`config.mk`:
```
export PLATFORM = sky130hd
export DESIGN_NAME = per_flow_loss_policer
export DESIGN_NICKNAME = d
export VERILOG_FILES = /design/src/sv/plcr_pkg.sv /design/src/sv/plcr_front.sv /design/src/sv/plcr_fifo.sv /design/src/sv/plcr_div.sv /design/src/sv/plcr_back.sv /design/src/sv/per_flow_loss_policer.sv
export VERILOG_INCLUDE_DIRS = /design/src /design/src/sv
export SDC_FILE = /design/constraint.sdc
export NUM_CORES = 2
export LEC_CHECK = 0
export ABC_CLOCK_PERIOD_IN_PS = 23200
export BUFFER_PORTS_ARGS = -buffer_cell sky130_fd_sc_hd__clkbuf_2
export CORE_UTILIZATION = 60
export DETAILED_ROUTE_END_ITERATION = 12
export PLACE_DENSITY_LB_ADDON = 0.15
export SETUP_SLACK_MARGIN = 0.1
export SYNTH_ARGS = -nofsm -noshare
export SYNTH_HDL_FRONTEND = slang
export SYNTH_SLANG_ARGS = --single-unit
```
`constraint.sdc`:
```
create_clock -name clk -period 23.2 [get_ports clk]
set_clock_uncertainty 0.2 [all_clocks]
set_input_delay 4.64 -clock clk [delete_from_list [all_inputs] [get_ports clk]]
set_output_delay 4.64 -clock clk [all_outputs]
set_load 0.02 [all_outputs]
```
`src/sv/assert_macros.svh`:
```
// Assertion macros shared by the policer modules; they expect clk and arst_n in scope.
`ifndef ASSERT_MACROS_SVH
`define ASSERT_MACROS_SVH

// Property must hold on every clock edge outside reset.
`define ASSERT_ALWAYS(lbl, expr, msg) \
	lbl: assert property (@(posedge clk) disable iff (!arst_n) (expr)) else $error(msg);

// Antecedent implies consequent in the same cycle.
`define ASSERT_IMP(lbl, ante, cons, msg) \
	lbl: assert property (@(posedge clk) disable iff (!arst_n) (ante) |-> (cons)) else $error(msg);

`endif

```
`src/sv/plcr_pkg.sv`:
```
// Shared types and constants of the per-flow loss policer.
package plcr_pkg;

	localparam logic [2:0] REQ_TX_CHECK  = 3'd0;
	localparam logic [2:0] REQ_TX_COUNT  = 3'd1;
	localparam logic [2:0] REQ_LINK_DROP = 3'd2;
	localparam logic [2:0] REQ_RX        = 3'd3;
	localparam logic [2:0] REQ_TICK      = 3'd4;

	localparam logic [2:0] CFG_EARLY_DROP = 3'd0;
	localparam logic [2:0] CFG_FAIRNESS   = 3'd1;
	localparam logic [2:0] CFG_EWMA       = 3'd2;
	localparam logic [2:0] CFG_THRESHOLD  = 3'd3;
	localparam logic [2:0] CFG_LOSS_WIN   = 3'd4;
	localparam logic [2:0] CFG_ACTIVE     = 3'd5;

	localparam logic [1:0] MODE_NATURAL = 2'd0;
	localparam logic [1:0] MODE_EQUAL   = 2'd1;

	// At or below this many sent packets a flow's estimate only decays.
	localparam int unsigned MIN_SAMPLES = 5;

	typedef enum logic [2:0] {
		K_TX_CHECK,
		K_TX_COUNT,
		K_LINK_DROP,
		K_RX,
		K_TICK,
		K_NOP
	} kind_t;

	typedef struct packed {
		kind_t       kind;
		logic        ok;
		logic [5:0]  flow;
	} item_t;

	typedef struct packed {
		logic        early_en;
		logic [1:0]  mode;
		logic [15:0] weight;
		logic [15:0] threshold;
		logic [15:0] loss_win;
		logic [6:0]  n_use;
	} cfg_t;

endpackage

```
`src/sv/plcr_front.sv`:
```
// Front end: takes input words, classifies them and forwards them to the queue.
module plcr_front (
	input  logic                clk,
	input  logic                arst_n,
	input  logic                in_valid,
	output logic                in_ready,
	input  logic [2:0]          req_type,
	input  logic [5:0]          flow,
	input  logic [6:0]          n_use,
	output logic                push,
	output plcr_pkg::item_t     push_item,
	input  logic                q_full
);

	logic            vld_s1;
	plcr_pkg::item_t item_s1;
	plcr_pkg::item_t cls;

	always_comb begin
		cls.flow = flow;
		cls.ok   = ({1'b0, flow} < n_use);
		case (req_type)
			plcr_pkg::REQ_TX_CHECK:  cls.kind = plcr_pkg::K_TX_CHECK;
			plcr_pkg::REQ_TX_COUNT:  cls.kind = plcr_pkg::K_TX_COUNT;
			plcr_pkg::REQ_LINK_DROP: cls.kind = plcr_pkg::K_LINK_DROP;
			plcr_pkg::REQ_RX:        cls.kind = plcr_pkg::K_RX;
			plcr_pkg::REQ_TICK:      cls.kind = plcr_pkg::K_TICK;
			default:                 cls.kind = plcr_pkg::K_NOP;
		endcase
	end

	assign push      = vld_s1 && !q_full;
	assign push_item = item_s1;
	assign in_ready  = !vld_s1 || !q_full;

	always_ff @(posedge clk or negedge arst_n) begin
		if (!arst_n) begin
			vld_s1 <= 1'b0;
		end else if (in_ready) begin
			vld_s1 <= in_valid;
		end
	end

	always_ff @(posedge clk) begin
		if (in_ready && in_valid) begin
			item_s1 <= cls;
		end
	end

endmodule

```
`src/sv/plcr_fifo.sv`:
```
// Two-entry queue between front end and back end.
`include "assert_macros.svh"
module plcr_fifo (
	input  logic            clk,
	input  logic            arst_n,
	input  logic            push,
	input  plcr_pkg::item_t push_item,
	output logic            full,
	input  logic            pop,
	output logic            head_vld,
	output plcr_pkg::item_t head
);

	plcr_pkg::item_t mem_q [2];
	logic            wp_q;
	logic            rp_q;
	logic [1:0]      cnt_q;

	assign full     = (cnt_q == 2'd2);
	assign head_vld = (cnt_q != 2'd0);
	assign head     = mem_q[rp_q];

	always_ff @(posedge clk or negedge arst_n) begin
		if (!arst_n) begin
			wp_q  <= 1'b0;
			rp_q  <= 1'b0;
			cnt_q <= 2'd0;
		end else begin
			if (push) wp_q <= !wp_q;
			if (pop) rp_q <= !rp_q;
			case ({push, pop})
				2'b10:   cnt_q <= cnt_q + 2'd1;
				2'b01:   cnt_q <= cnt_q - 2'd1;
				default: cnt_q <= cnt_q;
			endcase
		end
	end

	always_ff @(posedge clk) begin
		if (push) mem_q[wp_q] <= push_item;
	end

	`ASSERT_IMP(a_no_overflow, push, !full, "queue push while full")
	`ASSERT_IMP(a_no_underflow, pop, head_vld, "queue pop while empty")

endmodule

```
`src/sv/plcr_div.sv`:
```
// Restoring divider, one quotient bit per cycle.
`include "assert_macros.svh"
module plcr_div #(
	parameter int unsigned NW = 40,
	parameter int unsigned DW = 24
) (
	input  logic          clk,
	input  logic          arst_n,
	input  logic          start,
	input  logic [NW-1:0] num,
	input  logic [DW-1:0] den,
	output logic          done,
	output logic [NW-1:0] quo
);

	localparam int unsigned CNTW = $clog2(NW + 1);

	logic [NW-1:0]   quo_q;
	logic [DW-1:0]   rem_q;
	logic [DW-1:0]   den_q;
	logic [CNTW-1:0] cnt_q;
	logic            busy_q;
	logic            done_q;
	logic [DW:0]     rem_sh;
	logic            ge;

	assign rem_sh = {rem_q, quo_q[NW-1]};
	assign ge     = (rem_sh >= {1'b0, den_q});
	assign done   = done_q;
	assign quo    = quo_q;

	always_ff @(posedge clk or negedge arst_n) begin
		if (!arst_n) begin
			busy_q <= 1'b0;
			done_q <= 1'b0;
			cnt_q  <= '0;
		end else begin
			done_q <= 1'b0;
			if (start) begin
				busy_q <= 1'b1;
				cnt_q  <= CNTW'(NW);
			end else if (busy_q) begin
				cnt_q <= cnt_q - 1'b1;
				if (cnt_q == CNTW'(1)) begin
					busy_q <= 1'b0;
					done_q <= 1'b1;
				end
			end
		end
	end

	always_ff @(posedge clk) begin
		if (start) begin
			quo_q <= num;
			rem_q <= '0;
			den_q <= den;
		end else if (busy_q) begin
			quo_q <= {quo_q[NW-2:0], ge};
			rem_q <= ge ? DW'(rem_sh - {1'b0, den_q}) : rem_sh[DW-1:0];
		end
	end

	`ASSERT_IMP(a_start_idle, start, !busy_q, "divider started while busy")

endmodule

```
`src/sv/plcr_back.sv`:
```
// Back end: per-flow state memory, tick sequencer and result register.
`include "assert_macros.svh"
module plcr_back #(
	parameter int unsigned NUM_FLOWS   = 8,
	parameter int unsigned COUNT_WIDTH = 24,
	parameter int unsigned FRAC_BITS   = 16
) (
	input  logic            clk,
	input  logic            arst_n,
	input  plcr_pkg::cfg_t  cfg,
	input  logic            head_vld,
	input  plcr_pkg::item_t head,
	output logic            pop,
	output logic            out_valid,
	input  logic            out_ready,
	output logic [5:0]      flow_id,
	output logic            early_drop,
	output logic [23:0]     allowed_window,
	output logic [15:0]     flow_loss,
	output logic [15:0]     shared_loss,
	output logic            last
);

	localparam int unsigned CW   = COUNT_WIDTH;
	localparam int unsigned FB   = FRAC_BITS;
	localparam int unsigned FW   = (NUM_FLOWS > 1) ? $clog2(NUM_FLOWS) : 1;
	localparam int unsigned NW   = CW + FB;
	localparam int unsigned DW   = (CW > 16) ? CW : 16;
	localparam int unsigned CAPW = CW + 7;
	localparam int unsigned MW   = (FB + 1 > 17) ? FB + 1 : 17;
	localparam int unsigned TW   = (FB > 16) ? FB : 16;
	localparam int unsigned AW   = (CW > 24) ? CW : 24;
	localparam int unsigned PW   = 2 * FB + 2;

	typedef struct packed {
		logic [CW-1:0] sent;
		logic [CW-1:0] link;
		logic [CW-1:0] pol;
		logic [CW-1:0] win;
		logic [FB-1:0] est;
	} ent_t;

	typedef enum logic [10:0] {
		S_IDLE   = 11'b00000000001,
		S_PKT    = 11'b00000000010,
		S_T1RD   = 11'b00000000100,
		S_T1CALC = 11'b00000001000,
		S_T1WAIT = 11'b00000010000,
		S_T1MUL  = 11'b00000100000,
		S_T1ACC  = 11'b00001000000,
		S_EQWAIT = 11'b00010000000,
		S_T2RD   = 11'b00100000000,
		S_T2OUT  = 11'b01000000000,
		S_RXDIV  = 11'b10000000000
	} state_t;

	function automatic logic [CW-1:0] sat_inc(input logic [CW-1:0] v);
		return (&v) ? v : CW'(v + 1'b1);
	endfunction

	state_t          state_q;
	plcr_pkg::item_t cur_q;
	logic [6:0]      i_q;

	// state memory, registered read
	ent_t            mem [NUM_FLOWS];
	ent_t            rd_q;
	logic            rd_cv_q, rd_sv_q;
	logic [NUM_FLOWS-1:0] cnt_vld_q, st_vld_q;
	logic            rd_en, wr_en, cnt_clr;
	logic [FW-1:0]   rd_addr, wr_addr;
	ent_t            wr_data;
	ent_t            ent;

	logic [15:0]     rx_q;
	logic [CW-1:0]   drops_q;
	logic [FB-1:0]   shared_q;
	logic [CAPW-1:0] cap_q;
	logic [CW-1:0]   eq_q;
	logic [FB-1:0]   rate_q;
	logic [PW-1:0]   prod_a_q;

	logic            div_start, div_done;
	logic [NW-1:0]   div_num, div_quo;
	logic [DW-1:0]   div_den;

	logic            out_free, out_ld;
	logic [5:0]      o_flow;
	logic            o_drop, o_last;
	logic [CW-1:0]   o_win;
	logic [FB-1:0]   o_est;

	logic [MW-1:0]   w_ext, one_ext, beta_ext;
	logic [FB:0]     beta;
	logic [FB:0]     one_m_beta;
	logic [CW-1:0]   s_inc;
	logic [CW:0]     dsum;
	logic [CW-1:0]   net;
	logic [15:0]     rx_inc;
	logic            rx_hit;
	logic [TW-1:0]   thr_ext, sh_ext, est_ext;
	logic            over;
	logic [PW-1:0]   acc;
	logic [FB-1:0]   est_new;
	logic            last_flow;
	logic [AW-1:0]   win_ext;
	logic [TW-1:0]   est_out_ext, sh_out_ext;

	always_comb begin
		ent      = rd_q;
		if (!rd_cv_q) begin
			ent.sent = '0;
			ent.link = '0;
			ent.pol  = '0;
		end
		if (!rd_sv_q) begin
			ent.win = '0;
			ent.est = '0;
		end
	end

	assign w_ext      = MW'(cfg.weight);
	assign one_ext    = MW'(1) << FB;
	assign beta_ext   = (w_ext > one_ext) ? one_ext : w_ext;
	assign beta       = beta_ext[FB:0];
	assign one_m_beta = one_ext[FB:0] - beta;

	assign s_inc   = sat_inc(ent.sent);
	assign dsum    = {1'b0, ent.link} + {1'b0, ent.pol};
	assign net     = ({1'b0, ent.sent} > dsum) ? ent.sent - CW'(dsum) : '0;
	assign rx_inc  = (&rx_q) ? rx_q : rx_q + 16'd1;
	assign rx_hit  = (cfg.loss_win != 16'd0) && (rx_inc >= cfg.loss_win);
	assign thr_ext = TW'(cfg.threshold);
	assign sh_ext  = TW'(shared_q);
	assign est_ext = TW'(ent.est);
	assign over    = cfg.early_en && (s_inc > ent.win) &&
	                 ((sh_ext > thr_ext) || (est_ext > thr_ext));

	always_comb begin
		acc = prod_a_q;
		if (ent.sent > CW'(plcr_pkg::MIN_SAMPLES))
			acc = prod_a_q + PW'(one_m_beta * rate_q);
		est_new = (|acc[PW-1:2*FB]) ? '1 : acc[2*FB-1:FB];
	end

	assign last_flow = (i_q + 7'd1 == cfg.n_use);
	assign out_free  = !out_valid || out_ready;
	assign pop       = (state_q == S_IDLE) && head_vld && out_free;

	// sequencer datapath controls
	always_comb begin
		rd_en     = 1'b0;
		rd_addr   = head.flow[FW-1:0];
		wr_en     = 1'b0;
		wr_addr   = cur_q.flow[FW-1:0];
		wr_data   = ent;
		cnt_clr   = 1'b0;
		div_start = 1'b0;
		div_num   = {drops_q, {FB{1'b0}}};
		div_den   = DW'(cfg.loss_win);
		out_ld    = 1'b0;
		o_flow    = cur_q.flow;
		o_drop    = 1'b0;
		o_win     = ent.win;
		o_est     = ent.est;
		o_last    = 1'b1;
		case (state_q)
			S_IDLE: begin
				if (pop) begin
					case (head.kind)
						plcr_pkg::K_TX_CHECK: begin
							rd_en = head.ok;
							if (!head.ok) begin
								out_ld = 1'b1;
								o_flow = head.flow;
								o_win  = '0;
								o_est  = '0;
							end
						end
						plcr_pkg::K_TX_COUNT, plcr_pkg::K_LINK_DROP: rd_en = head.ok;
						plcr_pkg::K_RX: div_start = head.ok && rx_hit;
						default: ;
					endcase
				end
			end
			S_PKT: begin
				wr_en = 1'b1;
				case (cur_q.kind)
					plcr_pkg::K_TX_CHECK: begin
						wr_data.sent = s_inc;
						if (over) wr_data.pol = sat_inc(ent.pol);
						out_ld = 1'b1;
						o_drop = over;
					end
					plcr_pkg::K_TX_COUNT: wr_data.sent = s_inc;
					default: wr_data.link = sat_inc(ent.link);
				endcase
			end
			S_T1RD, S_T2RD: begin
				rd_en   = 1'b1;
				rd_addr = i_q[FW-1:0];
			end
			S_T1CALC: begin
				div_start = (ent.sent != '0);
				div_num   = {ent.link, {FB{1'b0}}};
				div_den   = DW'(ent.sent);
			end
			S_T1ACC: begin
				wr_en       = 1'b1;
				wr_addr     = i_q[FW-1:0];
				wr_data.est = est_new;
				if (last_flow && cfg.mode == plcr_pkg::MODE_EQUAL) begin
					div_start = 1'b1;
					div_num   = NW'(cap_q);
					div_den   = DW'(cfg.n_use);
				end
			end
			S_T2OUT: begin
				if (out_free) begin
					wr_en   = 1'b1;
					wr_addr = i_q[FW-1:0];
					case (cfg.mode)
						plcr_pkg::MODE_NATURAL: wr_data.win = net;
						plcr_pkg::MODE_EQUAL:   wr_data.win = eq_q;
						default:                wr_data.win = ent.win;
					endcase
					out_ld  = 1'b1;
					o_flow  = i_q[5:0];
					o_win   = wr_data.win;
					o_last  = last_flow;
					cnt_clr = last_flow;
				end
			end
			default: ;
		endcase
	end

	always_ff @(posedge clk or negedge arst_n) begin
		if (!arst_n) begin
			state_q  <= S_IDLE;
			i_q      <= '0;
			rx_q     <= '0;
			drops_q  <= '0;
			shared_q <= '0;
			cap_q    <= '0;
		end else begin
			case (state_q)
				S_IDLE: begin
					if (pop) begin
						case (head.kind)
							plcr_pkg::K_TX_CHECK, plcr_pkg::K_TX_COUNT: begin
								if (head.ok) state_q <= S_PKT;
							end
							plcr_pkg::K_LINK_DROP: begin
								if (head.ok) begin
									state_q <= S_PKT;
									drops_q <= sat_inc(drops_q);
								end
							end
							plcr_pkg::K_RX: begin
								if (head.ok) begin
									rx_q <= rx_inc;
									if (rx_hit) state_q <= S_RXDIV;
								end
							end
							plcr_pkg::K_TICK: begin
								i_q     <= '0;
								cap_q   <= '0;
								state_q <= S_T1RD;
							end
							default: ;
						endcase
					end
				end
				S_PKT:    state_q <= S_IDLE;
				S_T1RD:   state_q <= S_T1CALC;
				S_T1CALC: begin
					cap_q   <= cap_q + CAPW'(net);
					state_q <= (ent.sent != '0) ? S_T1WAIT : S_T1MUL;
				end
				S_T1WAIT: if (div_done) state_q <= S_T1MUL;
				S_T1MUL:  state_q <= S_T1ACC;
				S_T1ACC: begin
					if (last_flow) begin
						i_q     <= '0;
						state_q <= (cfg.mode == plcr_pkg::MODE_EQUAL) ? S_EQWAIT : S_T2RD;
					end else begin
						i_q     <= i_q + 7'd1;
						state_q <= S_T1RD;
					end
				end
				S_EQWAIT: if (div_done) state_q <= S_T2RD;
				S_T2RD:   state_q <= S_T2OUT;
				S_T2OUT: begin
					if (out_free) begin
						// back to flow 0 so the index stays in range while idle
						i_q     <= last_flow ? 7'd0 : i_q + 7'd1;
						state_q <= last_flow ? S_IDLE : S_T2RD;
					end
				end
				S_RXDIV: begin
					if (div_done) begin
						shared_q <= (|div_quo[NW-1:FB]) ? '1 : div_quo[FB-1:0];
						rx_q     <= '0;
						drops_q  <= '0;
						state_q  <= S_IDLE;
					end
				end
				default: state_q <= S_IDLE;
			endcase
		end
	end

	// payload registers of the sequencer
	always_ff @(posedge clk) begin
		if (pop) cur_q <= head;
		case (state_q)
			S_T1CALC: rate_q <= '0;
			S_T1WAIT: if (div_done) rate_q <= (|div_quo[NW-1:FB]) ? '1 : div_quo[FB-1:0];
			S_T1MUL:  prod_a_q <= PW'(beta * ent.est);
			S_EQWAIT: if (div_done) eq_q <= (|div_quo[NW-1:CW]) ? '1 : div_quo[CW-1:0];
			default: ;
		endcase
	end

	always_ff @(posedge clk) begin
		if (rd_en) rd_q <= mem[rd_addr];
	end

	always_ff @(posedge clk) begin
		if (wr_en) mem[wr_addr] <= wr_data;
	end

	always_ff @(posedge clk or negedge arst_n) begin
		if (!arst_n) begin
			cnt_vld_q <= '0;
			st_vld_q  <= '0;
			rd_cv_q   <= 1'b0;
			rd_sv_q   <= 1'b0;
		end else begin
			if (rd_en) begin
				rd_cv_q <= cnt_vld_q[rd_addr];
				rd_sv_q <= st_vld_q[rd_addr];
			end
			if (wr_en) st_vld_q[wr_addr] <= 1'b1;
			if (cnt_clr) cnt_vld_q <= '0;
			else if (wr_en) cnt_vld_q[wr_addr] <= 1'b1;
		end
	end

	plcr_div #(.NW(NW), .DW(DW)) u_div (
		.clk    (clk),
		.arst_n (arst_n),
		.start  (div_start),
		.num    (div_num),
		.den    (div_den),
		.done   (div_done),
		.quo    (div_quo)
	);

	// result register
	assign win_ext     = AW'(o_win);
	assign est_out_ext = TW'(o_est);
	assign sh_out_ext  = TW'(shared_q);

	always_ff @(posedge clk or negedge arst_n) begin
		if (!arst_n) begin
			out_valid <= 1'b0;
		end else if (out_ld) begin
			out_valid <= 1'b1;
		end else if (out_ready) begin
			out_valid <= 1'b0;
		end
	end

	always_ff @(posedge clk) begin
		if (out_ld) begin
			flow_id        <= o_flow;
			early_drop     <= o_drop;
			allowed_window <= win_ext[23:0];
			flow_loss      <= est_out_ext[15:0];
			shared_loss    <= sh_out_ext[15:0];
			last           <= o_last;
		end
	end

	`ASSERT_ALWAYS(a_state_onehot, $onehot(state_q), "sequencer state not one-hot")
	`ASSERT_IMP(a_idx_range, state_q != S_IDLE, i_q < cfg.n_use, "flow index out of range")
	`ASSERT_IMP(a_no_clobber, out_ld, out_free, "result overwritten before taken")

endmodule

```
`src/sv/per_flow_loss_policer.sv`:
```
// Per-flow loss policer: configuration registers, front end, queue and back end.
//
// Usage:
//  - Input channel (in_valid/in_ready, req_type, flow): one word per packet
//    event or tick. Transmit checks return one result word; a tick returns one
//    word per active flow in flow order, last set on the final one; other
//    events return nothing.
//  - Output channel (out_valid/out_ready): one result register. While the
//    receiver stalls the back end takes no new word; the front stage and the
//    two-word queue keep accepting input until they fill, then in_ready drops.
//  - Config channel (cfg_valid/cfg_ready, cfg_index, cfg_data) is always
//    ready; write it only while the block is idle.
//  - An accepted transmit check for an active flow passes the front stage, the
//    queue, the state memory read register and the result register. The back end
//    handles a packet event in S_IDLE and S_PKT, a plain receive in S_IDLE alone.
//  - A receive closing a loss window runs the serial divider. A tick walks the
//    flow memory twice; per flow the loss-rate divide dominates, plus one more
//    divide in equal-share mode before the second walk returns the results.
//  - Reset clears configuration to defaults and all counters, windows and
//    estimates (per-entry valid bits, no clearing pass).
`include "assert_macros.svh"
module per_flow_loss_policer #(
	parameter int unsigned NUM_FLOWS   = 8,
	parameter int unsigned COUNT_WIDTH = 24,
	parameter int unsigned FRAC_BITS   = 16
) (
	input  logic        clk,
	input  logic        arst_n,
	input  logic        in_valid,
	output logic        in_ready,
	input  logic [2:0]  req_type,
	input  logic [5:0]  flow,
	output logic        out_valid,
	input  logic        out_ready,
	output logic [5:0]  flow_id,
	output logic        early_drop,
	output logic [23:0] allowed_window,
	output logic [15:0] flow_loss,
	output logic [15:0] shared_loss,
	output logic        last,
	input  logic        cfg_valid,
	output logic        cfg_ready,
	input  logic [2:0]  cfg_index,
	input  logic [15:0] cfg_data
);

	logic        en_q;
	logic [1:0]  mode_q;
	logic [15:0] wt_q, thr_q, lw_q;
	logic [6:0]  act_q;
	logic [6:0]  n_use;
	plcr_pkg::cfg_t cfg;

	logic            push, q_full, pop, head_vld;
	plcr_pkg::item_t push_item, head;

	assign cfg_ready = 1'b1;

	always_ff @(posedge clk or negedge arst_n) begin
		if (!arst_n) begin
			en_q   <= 1'b0;
			mode_q <= 2'd0;
			wt_q   <= 16'd58982;
			thr_q  <= 16'd3277;
			lw_q   <= 16'd100;
			act_q  <= 7'd8;
		end else if (cfg_valid) begin
			case (cfg_index)
				plcr_pkg::CFG_EARLY_DROP: en_q   <= cfg_data[0];
				plcr_pkg::CFG_FAIRNESS:   mode_q <= cfg_data[1:0];
				plcr_pkg::CFG_EWMA:       wt_q   <= cfg_data;
				plcr_pkg::CFG_THRESHOLD:  thr_q  <= cfg_data;
				plcr_pkg::CFG_LOSS_WIN:   lw_q   <= cfg_data;
				plcr_pkg::CFG_ACTIVE:     act_q  <= cfg_data[6:0];
				default: ;
			endcase
		end
	end

	// zero flows acts as one, too many acts as all
	assign n_use = (act_q == 7'd0) ? 7'd1 :
	               ({25'd0, act_q} > 32'(NUM_FLOWS)) ? 7'(NUM_FLOWS) : act_q;

	assign cfg.early_en  = en_q;
	assign cfg.mode      = mode_q;
	assign cfg.weight    = wt_q;
	assign cfg.threshold = thr_q;
	assign cfg.loss_win  = lw_q;
	assign cfg.n_use     = n_use;

	plcr_front u_front (
		.clk       (clk),
		.arst_n    (arst_n),
		.in_valid  (in_valid),
		.in_ready  (in_ready),
		.req_type  (req_type),
		.flow      (flow),
		.n_use     (n_use),
		.push      (push),
		.push_item (push_item),
		.q_full    (q_full)
	);

	plcr_fifo u_fifo (
		.clk       (clk),
		.arst_n    (arst_n),
		.push      (push),
		.push_item (push_item),
		.full      (q_full),
		.pop       (pop),
		.head_vld  (head_vld),
		.head      (head)
	);

	plcr_back #(
		.NUM_FLOWS   (NUM_FLOWS),
		.COUNT_WIDTH (COUNT_WIDTH),
		.FRAC_BITS   (FRAC_BITS)
	) u_back (
		.clk            (clk),
		.arst_n         (arst_n),
		.cfg            (cfg),
		.head_vld       (head_vld),
		.head           (head),
		.pop            (pop),
		.out_valid      (out_valid),
		.out_ready      (out_ready),
		.flow_id        (flow_id),
		.early_drop     (early_drop),
		.allowed_window (allowed_window),
		.flow_loss      (flow_loss),
		.shared_loss    (shared_loss),
		.last           (last)
	);

	`ASSERT_IMP(a_nuse_range, 1'b1, (n_use != 7'd0) && ({25'd0, n_use} <= 32'(NUM_FLOWS)),
		"active flow count out of range")

endmodule
```
=== Word level (Yosys, flattened, before mapping) ===
Memories as Yosys holds them, arrays and structs flattened. A register that Yosys moved wholly into a read port is not among the register bits.
Index checks and enable logic that the tools add are counted.

* Memories kept: 2
* Memory bits (writable): 916
* Flip-flop bits (word level): 439
* Word-level logic and storage cells: 303
* Input port bits: 33
* Output and inout bits: 67

* Multipliers: 2
* Magnitude comparators: 13
* Muxes and demuxes: 120
* Bitwise gates (word level): 2
* Equality and inequality tests: 45
* Reduce and logical (&&, ||, !) cells: 63
* Add/sub/neg operators: 15

{| class="wikitable"
|+ Memories
! memory !! words !! width !! read ports !! clocked after Yosys merged registers in !! wr ports !! line !! source
|-
| u_back.mem || 8 || 112 || 1 || 1 || 1 || plcr_back.sv:66 || <nowiki>ent_t mem [NUM_FLOWS];</nowiki>
|-
| u_fifo.mem_q || 2 || 10 || 1 || 0 || 1 || plcr_fifo.sv:14 || <nowiki>plcr_pkg::item_t mem_q [2];</nowiki>
|}

{| class="wikitable"
|+ Operators with widths
! cell !! number
|-
| $mux 24 || 19
|-
| $mux 16 || 14
|-
| $pmux 24 s2 || 4
|-
| $mux 40 || 4
|-
| $mux 72 || 2
|-
| $pmux 11 s10 || 1
|-
| $mux 11 || 9
|-
| $add 24x1->24 const B || 4
|-
| $reduce_and 24->1 || 4
|-
| $pmux 40 s2 || 1
|-
| $mul 17x16->33 || 2
|-
| $pmux 16 s2 || 2
|-
| $mux 31 || 2
|-
| $pmux 31 s2 || 1
|-
| $sub 24x24->24 || 2
|-
| $mux 6 || 7
|-
| $mux 7 || 6
|-
| $add 33x33->34 || 1
|-
| $mux 34 || 1
|-
| $pmux 11 s3 || 1
|-
| $gt 16x16->1 || 2
|-
| $add 31x24->31 || 1
|-
| $mux 1 || 27
|-
| $add 24x24->25 || 1
|-
| 73 further kinds || 142
|}

=== Logic depth before layout (Yosys ltp) ===
* Depth in word-level cells: 11
* Depth in mapped cells: 40
* Depth with buffers taken out: 34

=== Modules after synthesis ===
A second synthesis with hierarchy kept.

* Cell total of the unflattened synthesis: 8222
* Area, all modules: 86773.2 um^2

{| class="wikitable"
|+ Modules (own cells, without submodules)
! module !! seq. area each (um^2) !! cells each !! instances !! area an instance (um^2)
|-
| plcr_back || 37757.5 || 7549 || 1 || 77832.1
|-
| plcr_div || 2602.5 || 455 || 1 || 5158.7
|-
| per_flow_loss_policer || 1476.4 || 136 || 1 || 2376.0
|-
| plcr_fifo || 700.7 || 47 || 1 || 909.6
|-
| plcr_front || 325.3 || 35 || 1 || 496.7
|}

=== Worst setup path after synthesis ===
OpenSTA, ideal clock, no wires.

* Kind: input to register
* Start point: input out_ready
* End point: register u_back.st_vld_q[2]
* Cell stages on the path: 9
* Arrival time: 11018 ps
* Path slack: 11887 ps
* Data required time: 22905 ps
* Library setup time: 95 ps
* Buffers on the path: 2
* Path through: nor2b_1 -> clkbuf_1 -> nor2_1 -> nor2_1 -> clkbuf_1 -> nor3b_1 -> a31oi_1 -> nor2_1 -> or2_2

* Longest elaborated chain between the ends: 8
* Elaborated cells on any way between the ends: 11
* Classes of those cells: order compare: 2; mux: 6; bitwise: 1; reduce/logical: 2

{| class="wikitable"
|+ Ends and longest elaborated chain
! element !! line !! source
|-
| start, declared || per_flow_loss_policer.sv:34 || <nowiki>input logic out_ready,</nowiki>
|-
| $logic_or 1x1->1 * || plcr_back.sv:147 || <nowiki>assign out_free = !out_valid || out_ready;</nowiki>
|-
| $mux 3 || plcr_back.sv:219 || <nowiki>if (out_free) begin</nowiki>
|-
| $pmux 3 s2 || plcr_back.sv:167 || <nowiki>case (state_q)</nowiki>
|-
| $lt 3x4->1 (implied by the code) / $ge 3x1->1 (equally long branches) || plcr_back.sv:345 || <nowiki>if (wr_en) st_vld_q[wr_addr] <= 1'b1;</nowiki>
|-
| $logic_and 1x1->1 (implied by the code) || plcr_back.sv:345 ||
|-
| $mux 1 (implied by the code) || plcr_back.sv:345 ||
|-
| $demux 1 s3 || n/a ||
|-
| $or 8x8->8 (no source line) || n/a ||
|-
| end signal, assigned || plcr_back.sv:337 || <nowiki>st_vld_q <= '0;</nowiki>
|-
| end signal, assigned by index || plcr_back.sv:345 ||
|-
| end, declared || plcr_back.sv:69 || <nowiki>logic [NUM_FLOWS-1:0] cnt_vld_q, st_vld_q;</nowiki>
|}

Every way passes the cells marked *; elsewhere a longest branch is shown, timed or not.
A chain may end at the register's enable or synchronous reset.

==> results.sh <==
export IMPL_status="complete, but fails checks"
export IMPL_failed_checks="capacitance limit"
export IMPL_slowest_delay_ns=0.71
export IMPL_die_area_um2=142500
export IMPL_design_core_area_um2=139700
export IMPL_avgSynthCellArea_um2=12.67
export IMPL_critPathMaxFanout=20
export IMPL_finalCritPeriodShare=0.4227
export IMPL_setup_slack_ns=13.39
export IMPL_place_inst=8453
export IMPL_worst_path_max_delay_cell="dfrtp_1"
export IMPL_vdd_ir_drop_max_uv=342.8
export IMPL_cts_repair_resized=0
export IMPL_synth_largest_area_cell="edfxtp_1"
export IMPL_rr_endpoint="u_back.mem[1][13]"
export IMPL_dpl_hpwl_mm=155.9
export IMPL_finalSetupTns_ns=0
export IMPL_nFillCells=10230
export IMPL_nets=7599
export IMPL_p_per_area_nw_per_um2=157.0
export IMPL_synth_fa_ha_area_frac=0.1622
export IMPL_regArea_um2=42870
export IMPL_holdWs_ns=0.2548
export IMPL_path_delay_family="adder cells"
export IMPL_clock_latency_ns=0.81
export IMPL_grt_pass1_wl_mm=340.0
export IMPL_fin_cells=8733
export IMPL_seq_area_frac_synth=0.5065
export IMPL_dieWidth_um=377.5
export IMPL_layout_min_cycle_time_ns=9.807
export IMPL_clkTransAtPathRegs_ns=0.06
export IMPL_max_freq_ghz=0.1020
export IMPL_ctsHoldBuffers=0
export IMPL_grt_max_degree=158
export IMPL_pin_count=100
export IMPL_wire_per_inst_um=25.89
export IMPL_synth_seq_cells=1467
export IMPL_post_cts_setup_buffers=0
export IMPL_synth_compound_area_share=0.06290
export IMPL_synth_top_family_by_area="adder cells"
export IMPL_seqPwrFrac=0.271
export IMPL_grt_antenna_before_repair=10
export IMPL_die_h_um=377.5
export IMPL_tightest_slew_ns=1.479
export IMPL_numClockSinks=1467
export IMPL_placed_area_um2=87260
export IMPL_cpMostUsedCell="fa_1"
export IMPL_clockBufferDepth=3
export IMPL_crit_type="flop to flop"
export IMPL_required_ns=23.38
export IMPL_synth_edf_count=1248
export IMPL_r2r_start="wt_q[4]"
export IMPL_routabilityCongestion=0.9856
export IMPL_hold_path_class="flop to flop"
export IMPL_htree_num_levels=4
export IMPL_maxSlewViolCount=0
export IMPL_sw_frac_of_total=0.4321
export IMPL_hold_viol=0
export IMPL_vias=54329
export IMPL_synth_xor_area_share=0.02784
export IMPL_synthTopCellsByArea="edfxtp_1, fa_1, mux4_2"
export IMPL_routed_wl_mm=226.1
export IMPL_grt_pass1_vias=54092
export IMPL_drive_above_1_share=0.1352
export IMPL_reg2reg_depth=25
export IMPL_hold_start="u_front.push_item[4]"
export IMPL_critPathBufInv=3
export IMPL_postSynthCellCount=6681
export IMPL_netlist_area_um2=84620
export IMPL_p_int_uw=8213
export IMPL_synthSimpleGateAreaFrac=0.1040
export IMPL_ys_warn_count=0
export IMPL_synthTopCellsByCount="edfxtp_1, inv_1, nand2_1, fa_1, ha_1"
export IMPL_finalSetupViolCount=0
export IMPL_min_delay_path_depth=0
export IMPL_grt_overflow=0
export IMPL_rows=137
export IMPL_syn_to_final_growth_pct=8.897
export IMPL_ys_types=94
export IMPL_critPathCaptureType="flop"
export IMPL_synth_flop_cell="edfxtp_1"
export IMPL_drt_iter0_drc=5962
export IMPL_synth_area_mux_share=0.08949
export IMPL_switchingPower_uw=6250
export IMPL_async_reset_ff_frac=0.1329
export IMPL_pre_cts_slack_ns=13.69
export IMPL_leakagePower_uw=0.03686
export IMPL_clockRootBuffer="clkbuf_16"
export IMPL_r2r_slack_ns=13.39
export IMPL_cap_violations=1
export IMPL_cts_made_buffers=153
export IMPL_synth_most_common_cell="edfxtp_1"
export IMPL_worstPathArrival_ns=9.98
export IMPL_cp_start_kind="flop"
export IMPL_port_buffers=98
export IMPL_min_to="u_fifo.mem_q[1][4]"
export IMPL_finalInstanceArea_um2=92150
export IMPL_vias_per_cell=6.221
export IMPL_multi_input_area_um2=38070
export IMPL_first_pass_iters=6
export IMPL_crit_start="wt_q[4]"
export IMPL_netlist_area_leader_share=0.4429
export IMPL_cts_tree="yes"
export IMPL_relSlewSlack=0.005295
export IMPL_p_comb_frac=0.562
export IMPL_drc_errors=0
export IMPL_rsz0062_at_grt="false"
export IMPL_start_util=0.6057
export IMPL_grt_usage=0.3242
export IMPL_postRouteAntennaNets=0
export IMPL_clockPowerShare=0.166
## power by group through the flow
stage               logic (uW)  registers, uW  clock network, uW
CTS                       8080           3910               2440
floorplan                 5900           3830                  0
global placement          7900           3950                  0
detailed placement        7990           3960                  0
finish                    8130           3920               2410
global route              8970           3940               2540
## layer usage
layer	GRT usage	up-vias	part of all wire
met4	0.1301	6	0.042
li1	-	23760	-
met1	0.4532	27520	0.41
met5	0.008919	-	0.00090
met3	0.06875	474	0.096
met2	0.4975	2569	0.46
## cells by family after synthesis
group	after synthesis
buffers and inverters	1026
flip-flops	1467
multiplexers	448
XOR/XNOR	269
adder cells (fa/ha/maj)	834
AO/OA/AOI/OAI	823
other	1
AND/OR/NAND/NOR	1813
## sequential cells by signal, summed over array words and instances (netlist names), 20 cells and up
name and flops:
u_back.prod_a_q 33, u_back.cap_q 31, u_back.u_div.quo 40, u_back.mem 896
u_back.u_div.den_q 24, u_fifo.mem_q 20, u_back.rd_q 112, u_back.u_div.rem_q 24
u_back.allowed_window 24, u_back.drops_q 24, u_back.eq_q 24
## placed cells by master, fill, tap and decap left out, drive strengths merged, types with 40 or more instances in the layout
master,count
o21ai,224
nand2,674
xnor2,165
inv,746
nand3,117
a21o,86
and3,138
mux4,228
fa,438
clkbuf,285
dfrtp,174
clkinv,63
buf,85
or2,40
edfxtp,1248
a21oi,177
ha,396
mux2,188
xor2,104
a211oi,49
nor2,327
nor3,67
nand4,51
and2,207
## layout make-up
type                    instances  share of cell area
repair buffers                183             0.01313
clock inverters                90            0.009532
multi-input cells            4190              0.4131
well taps                    1876             0.02547
clock buffers                 187             0.04338
inverters                     737             0.03002
flip-flops and latches       1467              0.4652
diodes                          3          0.00008147
## through the flow
step	utilization	total power (uW)
final	0.6596	14460
after global routing	0.6595	15460
after CTS	0.6595	14430
after detailed placement	0.6246	11950
after global placement	0.6246	11850
after floorplan	-	9725
## worst max-delay path by stage
stage	to	cells after the start
after CTS	u_back.mem[4][13]	25
after detailed placement	u_back.mem[7][0]	24
after global routing	u_back.mem[1][13]	26
final	u_back.mem[1][13]	25
after global placement	u_back.mem[7][12]	25
after floorplan	u_back.st_vld_q[2]	9
No activity file was read; power rests on OpenSTA's default activity.
